==> src/rtl/rlpg_pkg.sv <==
// Shared types, constants and color lookups for the RGB LED pattern generator.
package rlpg_pkg;

    localparam int CMD_W     = 2;
    localparam int TIME_W    = 32;
    localparam int MODE_W    = 3;
    localparam int LEVEL_W   = 8;
    localparam int BLINK_W   = 16;
    localparam int DIVISOR_W = BLINK_W + 1;
    localparam int CFG_IDX_W = 3;
    localparam int CFG_DATA_W = 16;
    localparam int STEP_CNT_W = 5;
    localparam logic [STEP_CNT_W-1:0] LAST_STEP = STEP_CNT_W'(TIME_W - 1);

    // input commands
    localparam logic [CMD_W-1:0] CMD_SAMPLE    = 2'd0;
    localparam logic [CMD_W-1:0] CMD_POWER_ON  = 2'd1;
    localparam logic [CMD_W-1:0] CMD_POWER_OFF = 2'd2;
    localparam logic [CMD_W-1:0] CMD_DEADLINE  = 2'd3;

    // pattern modes
    localparam logic [MODE_W-1:0] MODE_STEADY  = 3'd0;
    localparam logic [MODE_W-1:0] MODE_BLINK   = 3'd1;
    localparam logic [MODE_W-1:0] MODE_POLICE  = 3'd2;
    localparam logic [MODE_W-1:0] MODE_SOS     = 3'd3;
    localparam logic [MODE_W-1:0] MODE_RAINBOW = 3'd4;
    localparam logic [MODE_W-1:0] MODE_CUSTOM  = 3'd5;

    // configuration register indexes
    localparam logic [CFG_IDX_W-1:0] CFG_MODE      = 3'd0;
    localparam logic [CFG_IDX_W-1:0] CFG_BASE_RED  = 3'd1;
    localparam logic [CFG_IDX_W-1:0] CFG_BASE_GRN  = 3'd2;
    localparam logic [CFG_IDX_W-1:0] CFG_BASE_BLU  = 3'd3;
    localparam logic [CFG_IDX_W-1:0] CFG_BLINK_ON  = 3'd4;
    localparam logic [CFG_IDX_W-1:0] CFG_BLINK_OFF = 3'd5;

    // Cycle lengths folded so that a single remainder gives the phase.
    localparam logic [DIVISOR_W-1:0] BLINK_CYCLE   = 17'd2000;
    localparam logic [DIVISOR_W-1:0] POLICE_CYCLE  = 17'd800;
    localparam logic [DIVISOR_W-1:0] SOS_CYCLE     = 17'd3400;
    localparam logic [DIVISOR_W-1:0] RAINBOW_CYCLE = 17'd3500;

    localparam int SOS_IDX_W = 6;
    localparam int SOS_LEN   = 34;
    // slot 0 is the leftmost bit
    localparam logic [SOS_LEN-1:0] SOS_SLOTS = 34'b1010100011101110111000101010000000;
    // floor(x / 100) for x < 3400 is (x * 5243) >> 19
    localparam logic [12:0] SOS_RECIP = 13'd5243;

    localparam logic [23:0] RGB_BLACK = 24'h000000;
    localparam logic [23:0] RGB_RED   = 24'hFF0000;
    localparam logic [23:0] RGB_BLUE  = 24'h0000FF;
    localparam logic [23:0] RGB_WHITE = 24'hFFFFFF;

    typedef struct packed {
        logic load;
        logic step;
        logic finish;
    } rlpg_cmd_t;

    function automatic logic sos_lit(input logic [SOS_IDX_W-1:0] idx);
        return SOS_SLOTS[SOS_IDX_W'(SOS_LEN - 1) - idx];
    endfunction

    function automatic logic [23:0] rainbow_rgb(input logic [2:0] idx);
        logic [23:0] c;
        case (idx)
            3'd0:    c = 24'hFF0000;
            3'd1:    c = 24'hFF7F00;
            3'd2:    c = 24'hFFFF00;
            3'd3:    c = 24'h00FF00;
            3'd4:    c = 24'h00FFFF;
            3'd5:    c = 24'h0000FF;
            3'd6:    c = 24'h8B00FF;
            default: c = RGB_BLACK;
        endcase
        return c;
    endfunction

endpackage

==> src/rtl/rlpg_ctrl.sv <==
// Sequencer: accepts a word, runs the remainder unit, hands off to the output register.
module rlpg_ctrl
    import rlpg_pkg::*;
(
    input  logic      clk,
    input  logic      rst_n,
    input  logic      in_valid,
    output logic      in_ready,
    output logic      out_valid,
    input  logic      out_ready,
    output rlpg_cmd_t cmd
);

    localparam logic [1:0] S_IDLE = 2'd0;
    localparam logic [1:0] S_DIV  = 2'd1;
    localparam logic [1:0] S_FIN  = 2'd2;

    logic [1:0]            state_reg, state_next;
    logic [STEP_CNT_W-1:0] cnt_reg, cnt_next;
    logic                  ovalid_reg, ovalid_next;

    always_comb
    begin
        state_next  = state_reg;
        cnt_next    = cnt_reg;
        ovalid_next = ovalid_reg;
        cmd         = '0;
        if (ovalid_reg && out_ready)
        begin
            ovalid_next = 1'b0;
        end
        case (state_reg)
            S_IDLE:
            begin
                if (in_valid)
                begin
                    cmd.load   = 1'b1;
                    cnt_next   = '0;
                    state_next = S_DIV;
                end
            end
            S_DIV:
            begin
                cmd.step = 1'b1;
                cnt_next = cnt_reg + 1'b1;
                if (cnt_reg == LAST_STEP)
                begin
                    state_next = S_FIN;
                end
            end
            S_FIN:
            begin
                // wait for the output register to drain
                if (!ovalid_reg || out_ready)
                begin
                    cmd.finish  = 1'b1;
                    ovalid_next = 1'b1;
                    state_next  = S_IDLE;
                end
            end
            default:
            begin
                state_next = S_IDLE;
            end
        endcase
    end

    always_ff @(posedge clk or negedge rst_n)
    begin
        if (!rst_n)
        begin
            state_reg  <= S_IDLE;
            cnt_reg    <= '0;
            ovalid_reg <= 1'b0;
        end
        else
        begin
            state_reg  <= state_next;
            cnt_reg    <= cnt_next;
            ovalid_reg <= ovalid_next;
        end
    end

    assign in_ready  = (state_reg == S_IDLE);
    assign out_valid = ovalid_reg;

endmodule

==> src/rtl/rlpg_dp.sv <==
// Datapath: config registers, lamp state, bit-serial remainder unit, color select.
module rlpg_dp
    import rlpg_pkg::*;
(
    input  logic                  clk,
    input  logic                  rst_n,
    input  rlpg_cmd_t             cmd,
    input  logic                  cfg_wr,
    input  logic [CFG_IDX_W-1:0]  cfg_index,
    input  logic [CFG_DATA_W-1:0] cfg_data,
    input  logic [CMD_W-1:0]      command,
    input  logic [TIME_W-1:0]     time_ms,
    input  logic [TIME_W-1:0]     deadline_ms,
    output logic [LEVEL_W-1:0]    pixel_red,
    output logic [LEVEL_W-1:0]    pixel_green,
    output logic [LEVEL_W-1:0]    pixel_blue,
    output logic                  powered
);

    logic [MODE_W-1:0]    mode_reg;
    logic [LEVEL_W-1:0]   base_r_reg, base_g_reg, base_b_reg;
    logic [BLINK_W-1:0]   on_ms_reg, off_ms_reg;
    logic                 lamp_reg, lamp_next;
    logic [TIME_W-1:0]    dl_reg, dl_next;
    logic [TIME_W-1:0]    dvd_reg;
    logic [DIVISOR_W-1:0] dvs_reg, dvs_next;
    logic [DIVISOR_W-1:0] rem_reg;
    logic [DIVISOR_W:0]   trial;
    logic [DIVISOR_W-1:0] period;
    logic [23:0]          rgb_reg, colour;
    logic                 pow_reg;
    logic [24:0]          sos_prod;
    logic [2:0]           rb_idx;

    // configuration
    always_ff @(posedge clk or negedge rst_n)
    begin
        if (!rst_n)
        begin
            mode_reg   <= MODE_STEADY;
            base_r_reg <= 8'd255;
            base_g_reg <= 8'd255;
            base_b_reg <= 8'd255;
            on_ms_reg  <= 16'd500;
            off_ms_reg <= 16'd500;
        end
        else if (cfg_wr)
        begin
            case (cfg_index)
                CFG_MODE:      mode_reg   <= cfg_data[MODE_W-1:0];
                CFG_BASE_RED:  base_r_reg <= cfg_data[LEVEL_W-1:0];
                CFG_BASE_GRN:  base_g_reg <= cfg_data[LEVEL_W-1:0];
                CFG_BASE_BLU:  base_b_reg <= cfg_data[LEVEL_W-1:0];
                CFG_BLINK_ON:  on_ms_reg  <= cfg_data;
                CFG_BLINK_OFF: off_ms_reg <= cfg_data;
                default:       ;
            endcase
        end
    end

    assign period = {1'b0, on_ms_reg} + {1'b0, off_ms_reg};

    // command first, then the auto-off check
    always_comb
    begin
        lamp_next = lamp_reg;
        dl_next   = dl_reg;
        case (command)
            CMD_POWER_ON:  lamp_next = 1'b1;
            CMD_POWER_OFF: lamp_next = 1'b0;
            CMD_DEADLINE:  dl_next   = deadline_ms;
            default:       ;
        endcase
        if ((dl_next != '0) && (time_ms >= dl_next))
        begin
            lamp_next = 1'b0;
            dl_next   = '0;
        end
    end

    always_ff @(posedge clk or negedge rst_n)
    begin
        if (!rst_n)
        begin
            lamp_reg <= 1'b0;
            dl_reg   <= '0;
        end
        else if (cmd.load)
        begin
            lamp_reg <= lamp_next;
            dl_reg   <= dl_next;
        end
    end

    always_comb
    begin
        case (mode_reg)
            MODE_BLINK:   dvs_next = BLINK_CYCLE;
            MODE_POLICE:  dvs_next = POLICE_CYCLE;
            MODE_SOS:     dvs_next = SOS_CYCLE;
            MODE_RAINBOW: dvs_next = RAINBOW_CYCLE;
            MODE_CUSTOM:  dvs_next = period;
            default:      dvs_next = BLINK_CYCLE;
        endcase
    end

    // restoring remainder, one dividend bit per step
    assign trial = {rem_reg, dvd_reg[TIME_W-1]};

    always_ff @(posedge clk)
    begin
        if (cmd.load)
        begin
            dvd_reg <= time_ms;
            dvs_reg <= dvs_next;
            rem_reg <= '0;
        end
        else if (cmd.step)
        begin
            dvd_reg <= {dvd_reg[TIME_W-2:0], 1'b0};
            if (trial >= {1'b0, dvs_reg})
            begin
                rem_reg <= DIVISOR_W'(trial - {1'b0, dvs_reg});
            end
            else
            begin
                rem_reg <= trial[DIVISOR_W-1:0];
            end
        end
    end

    assign sos_prod = rem_reg[11:0] * SOS_RECIP;

    always_comb
    begin
        if (rem_reg < 17'd500)       rb_idx = 3'd0;
        else if (rem_reg < 17'd1000) rb_idx = 3'd1;
        else if (rem_reg < 17'd1500) rb_idx = 3'd2;
        else if (rem_reg < 17'd2000) rb_idx = 3'd3;
        else if (rem_reg < 17'd2500) rb_idx = 3'd4;
        else if (rem_reg < 17'd3000) rb_idx = 3'd5;
        else                         rb_idx = 3'd6;
    end

    always_comb
    begin
        colour = RGB_BLACK;
        if (lamp_reg)
        begin
            case (mode_reg)
                MODE_STEADY:
                    colour = {base_r_reg, base_g_reg, base_b_reg};
                MODE_BLINK:
                    colour = (rem_reg < 17'd1000) ? RGB_RED : RGB_BLACK;
                MODE_POLICE:
                begin
                    if (rem_reg < 17'd100)      colour = RGB_RED;
                    else if (rem_reg < 17'd150) colour = RGB_BLACK;
                    else if (rem_reg < 17'd250) colour = RGB_RED;
                    else if (rem_reg < 17'd400) colour = RGB_BLACK;
                    else if (rem_reg < 17'd500) colour = RGB_BLUE;
                    else if (rem_reg < 17'd550) colour = RGB_BLACK;
                    else if (rem_reg < 17'd650) colour = RGB_BLUE;
                    else                        colour = RGB_BLACK;
                end
                MODE_SOS:
                    colour = sos_lit(sos_prod[24:19]) ? RGB_WHITE : RGB_BLACK;
                MODE_RAINBOW:
                    colour = rainbow_rgb(rb_idx);
                MODE_CUSTOM:
                begin
                    if ((period != '0) && (rem_reg < {1'b0, on_ms_reg}))
                    begin
                        colour = {base_r_reg, base_g_reg, base_b_reg};
                    end
                end
                default:
                    colour = RGB_BLACK;
            endcase
        end
    end

    always_ff @(posedge clk)
    begin
        if (cmd.finish)
        begin
            rgb_reg <= colour;
            pow_reg <= lamp_reg;
        end
    end

    assign pixel_red   = rgb_reg[23:16];
    assign pixel_green = rgb_reg[15:8];
    assign pixel_blue  = rgb_reg[7:0];
    assign powered     = pow_reg;

endmodule

==> src/rtl/rgb_led_pattern_generator.sv <==
// RGB LED pattern generator: top level joining sequencer and datapath.
//
// Input channel (in_valid/in_ready) takes one word: command, time_ms and
// deadline_ms. The command and the auto-off check are applied when the
// word is taken; the pattern phase is then found by a bit-serial remainder
// unit that handles one timestamp bit per cycle.
// Output channel (out_valid/out_ready) returns one word per input word:
// pixel_red/green/blue and powered, held in an output register.
// The result is registered after the 32 remainder steps and the finish
// state; the finish state waits while the output register is still full.
// A new word is taken only in the idle state, after the last one is done.
// The output register frees the input side: a new word is taken while an
// earlier result waits. If the receiver still stalls when the next result
// is ready, that result waits in the finish state and input stays blocked.
// Config channel (cfg_valid/cfg_ready, cfg_index, cfg_data) is always
// ready; write it only while no word is in flight.
// Reset: lamp off, no deadline, steady mode, white base color, 500/500 ms
// custom blink; no result pending.
module rgb_led_pattern_generator
    import rlpg_pkg::*;
(
    input  logic                  clk,
    input  logic                  rst_n,
    input  logic                  in_valid,
    output logic                  in_ready,
    input  logic [CMD_W-1:0]      command,
    input  logic [TIME_W-1:0]     time_ms,
    input  logic [TIME_W-1:0]     deadline_ms,
    output logic                  out_valid,
    input  logic                  out_ready,
    output logic [LEVEL_W-1:0]    pixel_red,
    output logic [LEVEL_W-1:0]    pixel_green,
    output logic [LEVEL_W-1:0]    pixel_blue,
    output logic                  powered,
    input  logic                  cfg_valid,
    output logic                  cfg_ready,
    input  logic [CFG_IDX_W-1:0]  cfg_index,
    input  logic [CFG_DATA_W-1:0] cfg_data
);

    rlpg_cmd_t cmd;

    assign cfg_ready = 1'b1;

    rlpg_ctrl u_ctrl (
        .clk       (clk),
        .rst_n     (rst_n),
        .in_valid  (in_valid),
        .in_ready  (in_ready),
        .out_valid (out_valid),
        .out_ready (out_ready),
        .cmd       (cmd)
    );

    rlpg_dp u_dp (
        .clk         (clk),
        .rst_n       (rst_n),
        .cmd         (cmd),
        .cfg_wr      (cfg_valid && cfg_ready),
        .cfg_index   (cfg_index),
        .cfg_data    (cfg_data),
        .command     (command),
        .time_ms     (time_ms),
        .deadline_ms (deadline_ms),
        .pixel_red   (pixel_red),
        .pixel_green (pixel_green),
        .pixel_blue  (pixel_blue),
        .powered     (powered)
    );

`ifndef SYNTHESIS
    // one word at a time: input closes right after a word is taken
    a_busy_after_accept: assert property (@(posedge clk) disable iff (!rst_n)
        (in_valid && in_ready) |=> !in_ready)
        else $error("input taken while a word is in flight");

    // a dark lamp drives black
    a_off_is_black: assert property (@(posedge clk) disable iff (!rst_n)
        (out_valid && !powered) |->
        (pixel_red == '0 && pixel_green == '0 && pixel_blue == '0))
        else $error("unpowered result is not black");

    // a new result only comes out of the finish cycle
    a_result_from_finish: assert property (@(posedge clk) disable iff (!rst_n)
        $rose(out_valid) |-> $past(!in_ready))
        else $error("result appeared without a word in flight");
`endif

endmodule
==> config.mk <==
export PLATFORM = sky130hd
export DESIGN_NAME = rgb_led_pattern_generator
export DESIGN_NICKNAME = d
export VERILOG_FILES = /design/src/rtl/rlpg_pkg.sv /design/src/rtl/rlpg_ctrl.sv /design/src/rtl/rlpg_dp.sv /design/src/rtl/rgb_led_pattern_generator.sv
export SDC_FILE = /design/constraint.sdc
export NUM_CORES = 1
export LEC_CHECK = 0
export ABC_CLOCK_PERIOD_IN_PS = 8400
export CAP_MARGIN = 20
export CORE_UTILIZATION = 50
export CTS_BUF_LIST = sky130_fd_sc_hd__clkbuf_8
export CTS_CLUSTER_DIAMETER = 80
export CTS_CLUSTER_SIZE = 25
export DETAILED_ROUTE_END_ITERATION = 8
export DONT_BUFFER_PORTS = 1
export SLEW_MARGIN = 20
export SYNTH_ARGS = -nofsm -noshare
export SYNTH_HDL_FRONTEND = slang
export SYNTH_HIERARCHICAL = 1
export SYNTH_SLANG_ARGS = --single-unit
==> constraint.sdc <==
create_clock -name clk -period 8.4 [get_ports clk]
set_input_delay 1.68 -clock clk [delete_from_list [all_inputs] [get_ports clk]]
set_output_delay 1.68 -clock clk [all_outputs]
set_load 0.01 [all_outputs]
== Yosys cells after proc, flatten, opt, wreduce, memory -nomap -nowiden ==
Memory sizes are Yosys's and may differ from the RTL's.
Cells that the tools add are included.

* Input port bits: 90
* Register bits: 191
* ROM bits: 64
* Output and inout port bits: 28
* Logic and storage cells: 127
* Memories: 1

* Multiplexer cells: 41
* Multipliers: 1
* Reductions and logical operators: 23
* $lt $le $gt $ge: 16
* Equal/unequal tests: 25
* $add $sub $neg: 4

{| class="wikitable"
|+ Memories
! name !! depth !! width !! rd ports !! clocked after memory_dff !! wr ports !! line !! text
|-
| (name not given) || 64 || 1 || 1 || 0 || 0 || rlpg_pkg.sv:62 || <nowiki>return SOS_SLOTS[SOS_IDX_W'(SOS_LEN - 1) - idx];</nowiki>
|}

{| class="wikitable"
|+ Operator list
! operator !! count
|-
| 24-bit 2-to-1 mux || 9
|-
| 24-bit case mux with 7 select lines || 1
|-
| 24-bit case mux with 6 select lines || 1
|-
| 32-bit 2-to-1 mux || 4
|-
| 17-bit case mux with 4 select lines || 1
|-
| 17-bit by 10-bit < comparator with 1-bit output, second input constant || 3
|-
| 17-bit by 11-bit < comparator with 1-bit output, second input constant || 2
|-
| 17-bit by 12-bit < comparator with 1-bit output, second input constant || 2
|-
| 17-bit by 8-bit < comparator with 1-bit output, second input constant || 2
|-
| 17-bit by 9-bit < comparator with 1-bit output, second input constant || 2
|-
| 32-bit greater-or-equal comparator || 1
|-
| 32-bit nonzero test || 1
|-
| 12-bit by 13-bit multiplier with 25-bit output, second input constant || 1
|-
| 3-bit equality test, second input constant || 7
|-
| 3-bit by 2-bit equality test with 1-bit output, second input constant || 6
|-
| 18-bit by 17-bit greater-or-equal comparator with 1-bit output || 1
|-
| 16-bit by 16-bit adder with 17-bit output || 1
|-
| 17-bit by 16-bit < comparator with 1-bit output || 1
|-
| 17-bit by 7-bit < comparator with 1-bit output, second input constant || 1
|-
| 17-bit 2-to-1 mux || 1
|-
| 17-bit nonzero test || 1
|-
| 17-bit subtractor || 1
|-
| 2-bit AND reduction || 8
|-
| 3-bit 2-to-1 mux || 5
|-
| other kinds (24) || 47
|}

== Logic depth before layout (Yosys ltp) ==
Gate-level depths: netlist (run 1).

* Word-level depth: 10
* Gate-level depth with buffers: 28

== By module ==
Netlist (run 1), hierarchy kept.

{| class="wikitable"
|+ Modules (own cells, without submodules)
! module !! times used !! cells an instance !! area each (sq um)
|-
| rlpg_dp || 1 || 1,407 || 14,099.8
|-
| rlpg_ctrl || 1 || 35 || 386.6
|-
| rgb_led_pattern_generator || 1 || 2 || 11.3
|}

== Worst setup path after synthesis (run 1) ==
OpenSTA, ideal clock, no wires.

* Path kind: register to register
* From: register u_dp.rem_reg[6]
* To: register u_dp.rgb_reg[10], data pin
* Period minus slack after synthesis: 6,641 ps
* Stages on the path, launching flop included: 27
* Setup slack: 1,759 ps
* Data arrival time: 6,382 ps
* Data required time: 8,141 ps
* Buffers on the path: 3
* Cell sequence: dfxtp_1 -> clkbuf_1 -> inv_1 -> fa_1 -> fa_1 -> fa_1 -> inv_1 -> fa_1 -> inv_1 -> fa_1 -> inv_1 -> ha_1 -> a21o_1 -> a21o_1 -> a21oi_1 -> a21o_1 -> xor2_1 -> ha_1 -> clkbuf_1 -> nand2_1 -> mux2i_1 -> a21oi_1 -> or3_1 -> nand3_1 -> a31oi_4 -> buf_4 -> a211o_1

* Cells in the longest elaborated chain, start to end: 10

{| class="wikitable"
|+ Ends and longest elaborated chain
! element !! line !! text
|-
| start, declared || rlpg_dp.sv:27 || <nowiki>logic [DIVISOR_W-1:0] rem_reg;</nowiki>
|-
| start signal, assigned || rlpg_dp.sv:123 || <nowiki>rem_reg <= DIVISOR_W'(trial - {1'b0, dvs_reg});</nowiki>
|-
| start signal, assigned || rlpg_dp.sv:127 || <nowiki>rem_reg <= trial[DIVISOR_W-1:0];</nowiki>
|-
| branches (longest 9 deep; another with 12-bit by 13-bit multiplier with 25-bit output) || -- ||
|-
| 24-bit case mux with 6 select lines (*) || rlpg_dp.sv:150 || <nowiki>case (mode_reg)</nowiki>
|-
| end signal, assigned || rlpg_dp.sv:187 || <nowiki>rgb_reg <= colour;</nowiki>
|-
| end, declared || rlpg_dp.sv:30 || <nowiki>logic [23:0] rgb_reg, colour;</nowiki>
|}

Mark *: on every way between the ends. The select of a mux whose other input is x is not followed.
A chain may end at the register's enable or synchronous reset.

== Worst setup path after layout (run 1) ==
* From: register u_dp.rem_reg[5]
* To: register u_dp.rgb_reg[15], data pin

Same word-level chain as after synthesis.

==> results.py, run 1 <==
metrics = {
    "outcome": {
        "status": "completed",
    },
    "routing": {
        "drt_iter0_drc": 750,
        "wl_per_cell_um": 18.9,
        "drcViolationCount": 0,
        "post_drt_via_cell_ratio": 5.81,
        "antenna_left": 0,
        "dr_total_vias": 10500,
        "drt_first_pass_iters": 5,
        "wl_um": 34200,
    },
    "logic_synthesis": {
        "synthesis.nets": 1756,
        "synth_edf_count": 74,
        "ys.flop_type": "edfxtp_1",
        "ys_ff_latch": 191,
        "synth_cells": 1444,
        "yosys_warnings": 6,
        "ys_seq_area_share_pct": 35.2,
        "synthDistinctLibCells": 85,
        "syn-cell-area_um2": 14500,
        "ys_async_sr_fraction_pct": 52.4,
        "avgSynthCellArea_um2": 10.0,
    },
    "timing": {
        "slew_violations": 0,
        "clock.fmax_mhz": 138,
        "hold_viol_final": 0,
        "report.final.setup_viol": 0,
        "final.min_clock_period_ns": 7.25,
        "rsz0062_at_grt": "no",
        "tightest_slew_ns": 0.977,
        "finalCritPeriodShare_pct": 86.3,
        "fin_tns_setup_ns": 0,
        "relSlewSlack_pct": 34.8,
        "skew_ns": 0.0196,
    },
    "die": {
        "die-width_um": 172,
        "rows": 61,
        "die-area_um2": 29700,
        "start_util_pct": 51.5,
        "num_io_pins": 118,
        "core_area_um2": 28200,
        "dieHeight_um": 172,
    },
    "cells_and_area": {
        "final_common_cell": "ha_1",
        "nFillCells": 2531,
        "drive_above_1_share_pct": 12.4,
        "area_growth_pct": 5.13,
        "antennaDiodeCount": 0,
        "layout.nets": 1732,
        "final_cell_mix": "ha_1, inv_1, nand2_1",
    },
    "hold_path": {
        "hp-class": "reg -> reg",
    },
    "worst_setup_path": {
        "worst_ep_arrival_time_ns": 7.50,
        "critPathRequiredTime_ns": 8.65,
        "crit_type": "reg -> reg",
        "crit_fanout": 16,
        "cp-start-kind": "flop",
        "worst_setup_path_end_kind": "flop",
    },
    "global_route": {
        "grt_pass1_vias": 10100,
        "grt_pass1_wl_um": 54700,
        "antenna_found_initial": 0,
        "grt_max_degree": 101,
        "gr-usage-all-layers_pct": 24.0,
        "grt_overflow": 0,
    },
    "cts": {
        "clkLatencyLatePin_ns": 0.50,
        "postCtsSetupBuffers": 0,
        "cts_buffers": 17,
        "cts_tree": "yes",
        "clock-root-buffer": "clkbuf_8",
        "cts_resized": 0,
        "cts.sinks": 191,
        "clk_transition_reported_paths_ns": 0.12,
        "htreeDepth": 4,
        "cts_hold_buffers": 0,
        "cts_max_path_buffers": 2,
    },
    "placement": {
        "gp_congestion": 0.884,
        "dp_hpwl_um": 25800,
        "numPortBuffers": 0,
    },
    "run": {
        "cap_violations": 0,
    },
}
## metal layers
metal / track usage, % / up-vias / wire [µm]
met1: 35.5 / 5119 / 16900
met3: 3.85 / 26 / 1440
li1: - / 5162 / -
met2: 36.4 / 221 / 15500
met5: 0 / - / 0
met4: 6.04 / 0 / 415
## logic make-up (layout without fill, tap and decap cells)
logic type / Yosys count / count (layout) / synth area share [%]
AOI/OAI and AO/OA: 329 / 329 / 15.3
other: 1 / 1 / 0.0259
DFF: 191 / 191 / 35.2
muxes: 117 / 117 / 8.73
and+or+nand+nor: 345 / 345 / 11.8
buffers and inverters: 212 / 201 / 5.70
xor gates and xnor gates: 27 / 27 / 1.68
adders and majority gates: 222 / 222 / 21.5
## synthesized netlist by cell type (4+ instances only)
cell         n  area, µm²
a211o_1     17        149
a211oi_1    26        195
a21o_1      26        195
a21oi_1     82        410
a221oi_1    15        131
a31oi_1      8       50.1
a41oi_1      9       78.8
and2_1       7       43.8
and3_1      12       75.1
clkbuf_1    44        165
dfrtp_1     64       1600
dfstp_2     36        946
dfxtp_1     17        340
edfxtp_1    74       2220
fa_1        46        921
ha_1       176       2200
inv_1      159        597
mux2_2      75        845
mux2i_1     42        420
nand2_1     97        364
nand2b_1    14       87.6
nand3_1     17       85.1
nand4_1     20        125
nand4b_1     6       52.6
nor2_1      88        330
nor2b_1     14       87.6
nor3_1      24        120
nor3b_1      4       30.0
nor4_1      10       62.6
o2111ai_1    5       43.8
o211ai_1     4       30.0
o21a_1       9       67.6
o21ai_0     76        380
o21bai_1     7       52.6
o31ai_1      4       30.0
or2_2        5       31.3
or3_1        7       43.8
xnor2_1      9       78.8
xor2_1      17        149
## stage by stage
stage / area [µm²] / std cells / utilization, % / setup slack [ns] / hold WS [ns]
6_report: 15200 / 1811 / 54.1 / 1.15 / 0.497
5_1_grt: 15200 / 1811 / 54.1 / 0.701 / 0.519
4_1_cts: 15200 / 1811 / 54.1 / 1.19 / 0.498
3_5_place_dp: 14800 / 1779 / 52.7 / 1.21 / 0.470
3_3_place_gp: 14800 / 1779 / 52.7 / 1.38 / 0.464
2_1_floorplan: 14500 / 1444 / - / 1.76 / 0.446
## critical path: stages (launching register included)
cell and delay [ns]:
dfxtp_1 0.65, inv_1 0.28, fa_1 0.58, inv_1 0.06, fa_1 0.44, ha_1 0.29
inv_1 0.05, fa_1 0.50, fa_1 0.54, inv_1 0.04, ha_1 0.31, a211oi_1 0.30
o21bai_1 0.14, o211ai_2 0.32, a21oi_1 0.17, xnor2_2 0.36, ha_1 0.46, nand2b_1 0.11
or4_1 0.40, o211ai_1 0.13, o31ai_2 0.11, nand4_2 0.20, a31oi_4 0.24, a221o_1 0.31
## final cells by class
class                           instances  area (µm²)  share of cell area, %
Clock buffer                           17         234                   1.54
Clock inverter                         15         173                   1.13
Inverter                              159         597                   3.92
Multi-Input combinational cell       1041        8580                   56.3
Sequential cell                       191        5110                   33.5
Tap cell                              378         473                   3.10
Timing Repair Buffer                   10        75.1                  0.493
## worst paths after layout
path / startpoint / endpoint / slack, ns / cells after the start
min in group asynchronous: rst_n / u_dp/dl_reg[17] / 0.87 / 0
setup reg to reg: u_dp/rem_reg[5] / u_dp/rgb_reg[15] / 1.15 / 23
hold / removal: u_dp/dl_reg[16] / u_dp/dl_reg[16] / 0.50 / 2
max in group asynchronous: rst_n / u_dp/base_b_reg[5] / 7.24 / 0
hold reg to reg: u_dp/dl_reg[16] / u_dp/dl_reg[16] / 0.50 / 2
setup / recovery: u_dp/rem_reg[5] / u_dp/rgb_reg[15] / 1.15 / 23
Power of run 1 is not shown: default switching activity piles up to over one toggle a cycle in this logic, so the estimate is an artifact.
==> inputs of run 2 (changes only) <==
--- a/config.mk
+++ b/config.mk
@@ -7,12 +7,14 @@
 export LEC_CHECK = 0
 export ABC_CLOCK_PERIOD_IN_PS = 8400
 export CAP_MARGIN = 20
+export CORE_ASPECT_RATIO = 0.9
 export CORE_UTILIZATION = 50
 export CTS_BUF_LIST = sky130_fd_sc_hd__clkbuf_8
 export CTS_CLUSTER_DIAMETER = 80
 export CTS_CLUSTER_SIZE = 25
 export DETAILED_ROUTE_END_ITERATION = 8
 export DONT_BUFFER_PORTS = 1
+export HOLD_SLACK_MARGIN = 0.03
 export SLEW_MARGIN = 20
 export SYNTH_ARGS = -nofsm -noshare
 export SYNTH_HDL_FRONTEND = slang
==> run 2 against run 1 <==
Maximum frequency down 1.3%. Non-clock buffer count is 1 higher. Critical path type unchanged. Highest routed layer unchanged. Die area hardly changed.
==> results.py, run 2 (synthesis gave the netlist of run 1 again) <==
metrics = {
    "timing": {
        "skew_ns": 0.0149,
        "final.min_clock_period_ns": 7.35,
        "fin_tns_setup_ns": 0,
        "tightest_slew_ns": 0.993,
        "rsz0062_at_grt": "no",
        "slew_violations": 0,
        "clock.fmax_mhz": 136,
        "relSlewSlack_pct": 32.9,
        "hold_viol_final": 0,
        "report.final.setup_viol": 0,
        "finalCritPeriodShare_pct": 87.4,
    },
    "routing": {
        "dr_total_vias": 10500,
        "drt_iter0_drc": 657,
        "wl_um": 34300,
        "drt_first_pass_iters": 5,
        "drcViolationCount": 0,
        "post_drt_via_cell_ratio": 5.86,
        "antenna_left": 0,
        "wl_per_cell_um": 19.1,
    },
    "cells_and_area": {
        "drive_above_1_share_pct": 12.4,
        "final_util_pct": 54.0,
        "area_growth_pct": 5.22,
        "final_common_cell": "ha_1",
        "antennaDiodeCount": 0,
        "nFillCells": 2565,
        "layout.nets": 1733,
        "final_cell_mix": "ha_1, inv_1, nand2_1",
    },
    "worst_setup_path": {
        "worst_ep_arrival_time_ns": 7.57,
        "critPathRequiredTime_ns": 8.62,
        "crit_type": "reg -> reg",
        "worst_setup_path_end_kind": "flop",
        "crit_fanout": 16,
        "cp-start-kind": "flop",
    },
    "cts": {
        "clk_transition_reported_paths_ns": 0.11,
        "cts_tree": "yes",
        "cts_resized": 0,
        "clock-root-buffer": "clkbuf_8",
        "cts_max_path_buffers": 2,
        "cts.sinks": 191,
        "htreeDepth": 4,
        "cts_hold_buffers": 0,
        "clkLatencyLatePin_ns": 0.48,
        "postCtsSetupBuffers": 0,
        "cts_buffers": 17,
    },
    "die": {
        "dieHeight_um": 164,
        "start_util_pct": 51.4,
        "die-width_um": 181,
        "core_area_um2": 28200,
        "die-area_um2": 29700,
        "rows": 58,
        "num_io_pins": 118,
    },
    "global_route": {
        "grt_pass1_vias": 10000,
        "gr-usage-all-layers_pct": 23.7,
        "grt_max_degree": 101,
        "grt_overflow": 0,
        "antenna_found_initial": 0,
        "grt_pass1_wl_um": 55100,
    },
    "hold_path": {
        "hp-class": "reg -> reg",
    },
    "outcome": {
        "status": "completed",
    },
    "placement": {
        "dp_hpwl_um": 26200,
        "numPortBuffers": 0,
        "gp_congestion": 0.882,
    },
    "run": {
        "cap_violations": 0,
    },
}
==> run 2: cell count changes in the layout (fill, tap and decap cells not counted) <==
| cell | delta |
|---|---|
| a41o_1 | +1 |
| a41o_2 | -1 |
| buf_4 | +1 |
| clkinv_4 | -1 |
| clkinv_8 | +2 |
| clkinvlp_4 | +1 |
| inv_4 | -4 |
| inv_8 | +2 |
==> run 2: final timing paths <==
check / start / end / slack [ns] / cells past startpoint
max: u_dp/rem_reg[10] / u_dp/rgb_reg[15] / 1.05 / 24
min: u_dp/dl_reg[30] / u_dp/dl_reg[30] / 0.50 / 2
max reg2reg: u_dp/rem_reg[10] / u_dp/rgb_reg[15] / 1.05 / 24
min reg2reg: u_dp/dl_reg[30] / u_dp/dl_reg[30] / 0.50 / 2
max in group asynchronous: rst_n / u_dp/base_r_reg[1] / 7.28 / 0
min in group asynchronous: rst_n / u_dp/off_ms_reg[1] / 0.91 / 0
==> run 2: critical path, stage by stage (launching register included) <==
cell	delay [ns]
dfxtp_1	0.72
inv_1	0.23
ha_1	0.37
inv_1	0.07
fa_1	0.53
inv_1	0.05
fa_1	0.53
inv_1	0.05
fa_1	0.50
fa_1	0.54
inv_1	0.04
ha_1	0.30
a21o_1	0.18
a21o_1	0.23
a21oi_1	0.18
a21o_1	0.21
xor2_1	0.31
ha_1	0.44
nand2b_1	0.14
or4_1	0.43
o211ai_1	0.15
o31ai_2	0.12
nand4_2	0.20
a31oi_4	0.24
a221o_1	0.32
==> run 2: cell type report <==
| type | instances | area, µm² | share of cell area [%] |
|---|---|---|---|
| multi-input cells | 1041 | 8580 | 56.2 |
| well taps | 360 | 450 | 2.95 |
| flip-flops and latches | 191 | 5110 | 33.5 |
| clock buffers | 17 | 234 | 1.53 |
| clock inverters | 15 | 201 | 1.32 |
| repair buffers | 11 | 82.6 | 0.541 |
| inverters | 159 | 597 | 3.91 |
==> run 2: layer usage <==
metal | wire [µm] | track usage, %
met2 | 15300 | 36.2
met1 | 17100 | 35.5
met3 | 1590 | 3.61
met4 | 350 | 4.58
met5 | 0 | 0
==> run 2: per-stage QoR <==
| stage | hold WS (ns) | cell area (µm²) | std cells | setup slack [ns] |
|---|---|---|---|---|
| 6_report | 0.505 | 15300 | 1794 | 1.05 |
| 5_1_grt | 0.522 | 15300 | 1794 | 0.597 |
| 4_1_cts | 0.505 | 15300 | 1794 | 1.11 |
| 3_5_place_dp | 0.479 | 14800 | 1762 | 1.11 |
| 3_3_place_gp | 0.469 | 14800 | 1762 | 1.40 |
| 2_1_floorplan | 0.446 | 14500 | 1444 | 1.76 |
Power of run 2 is left out for the same reason.
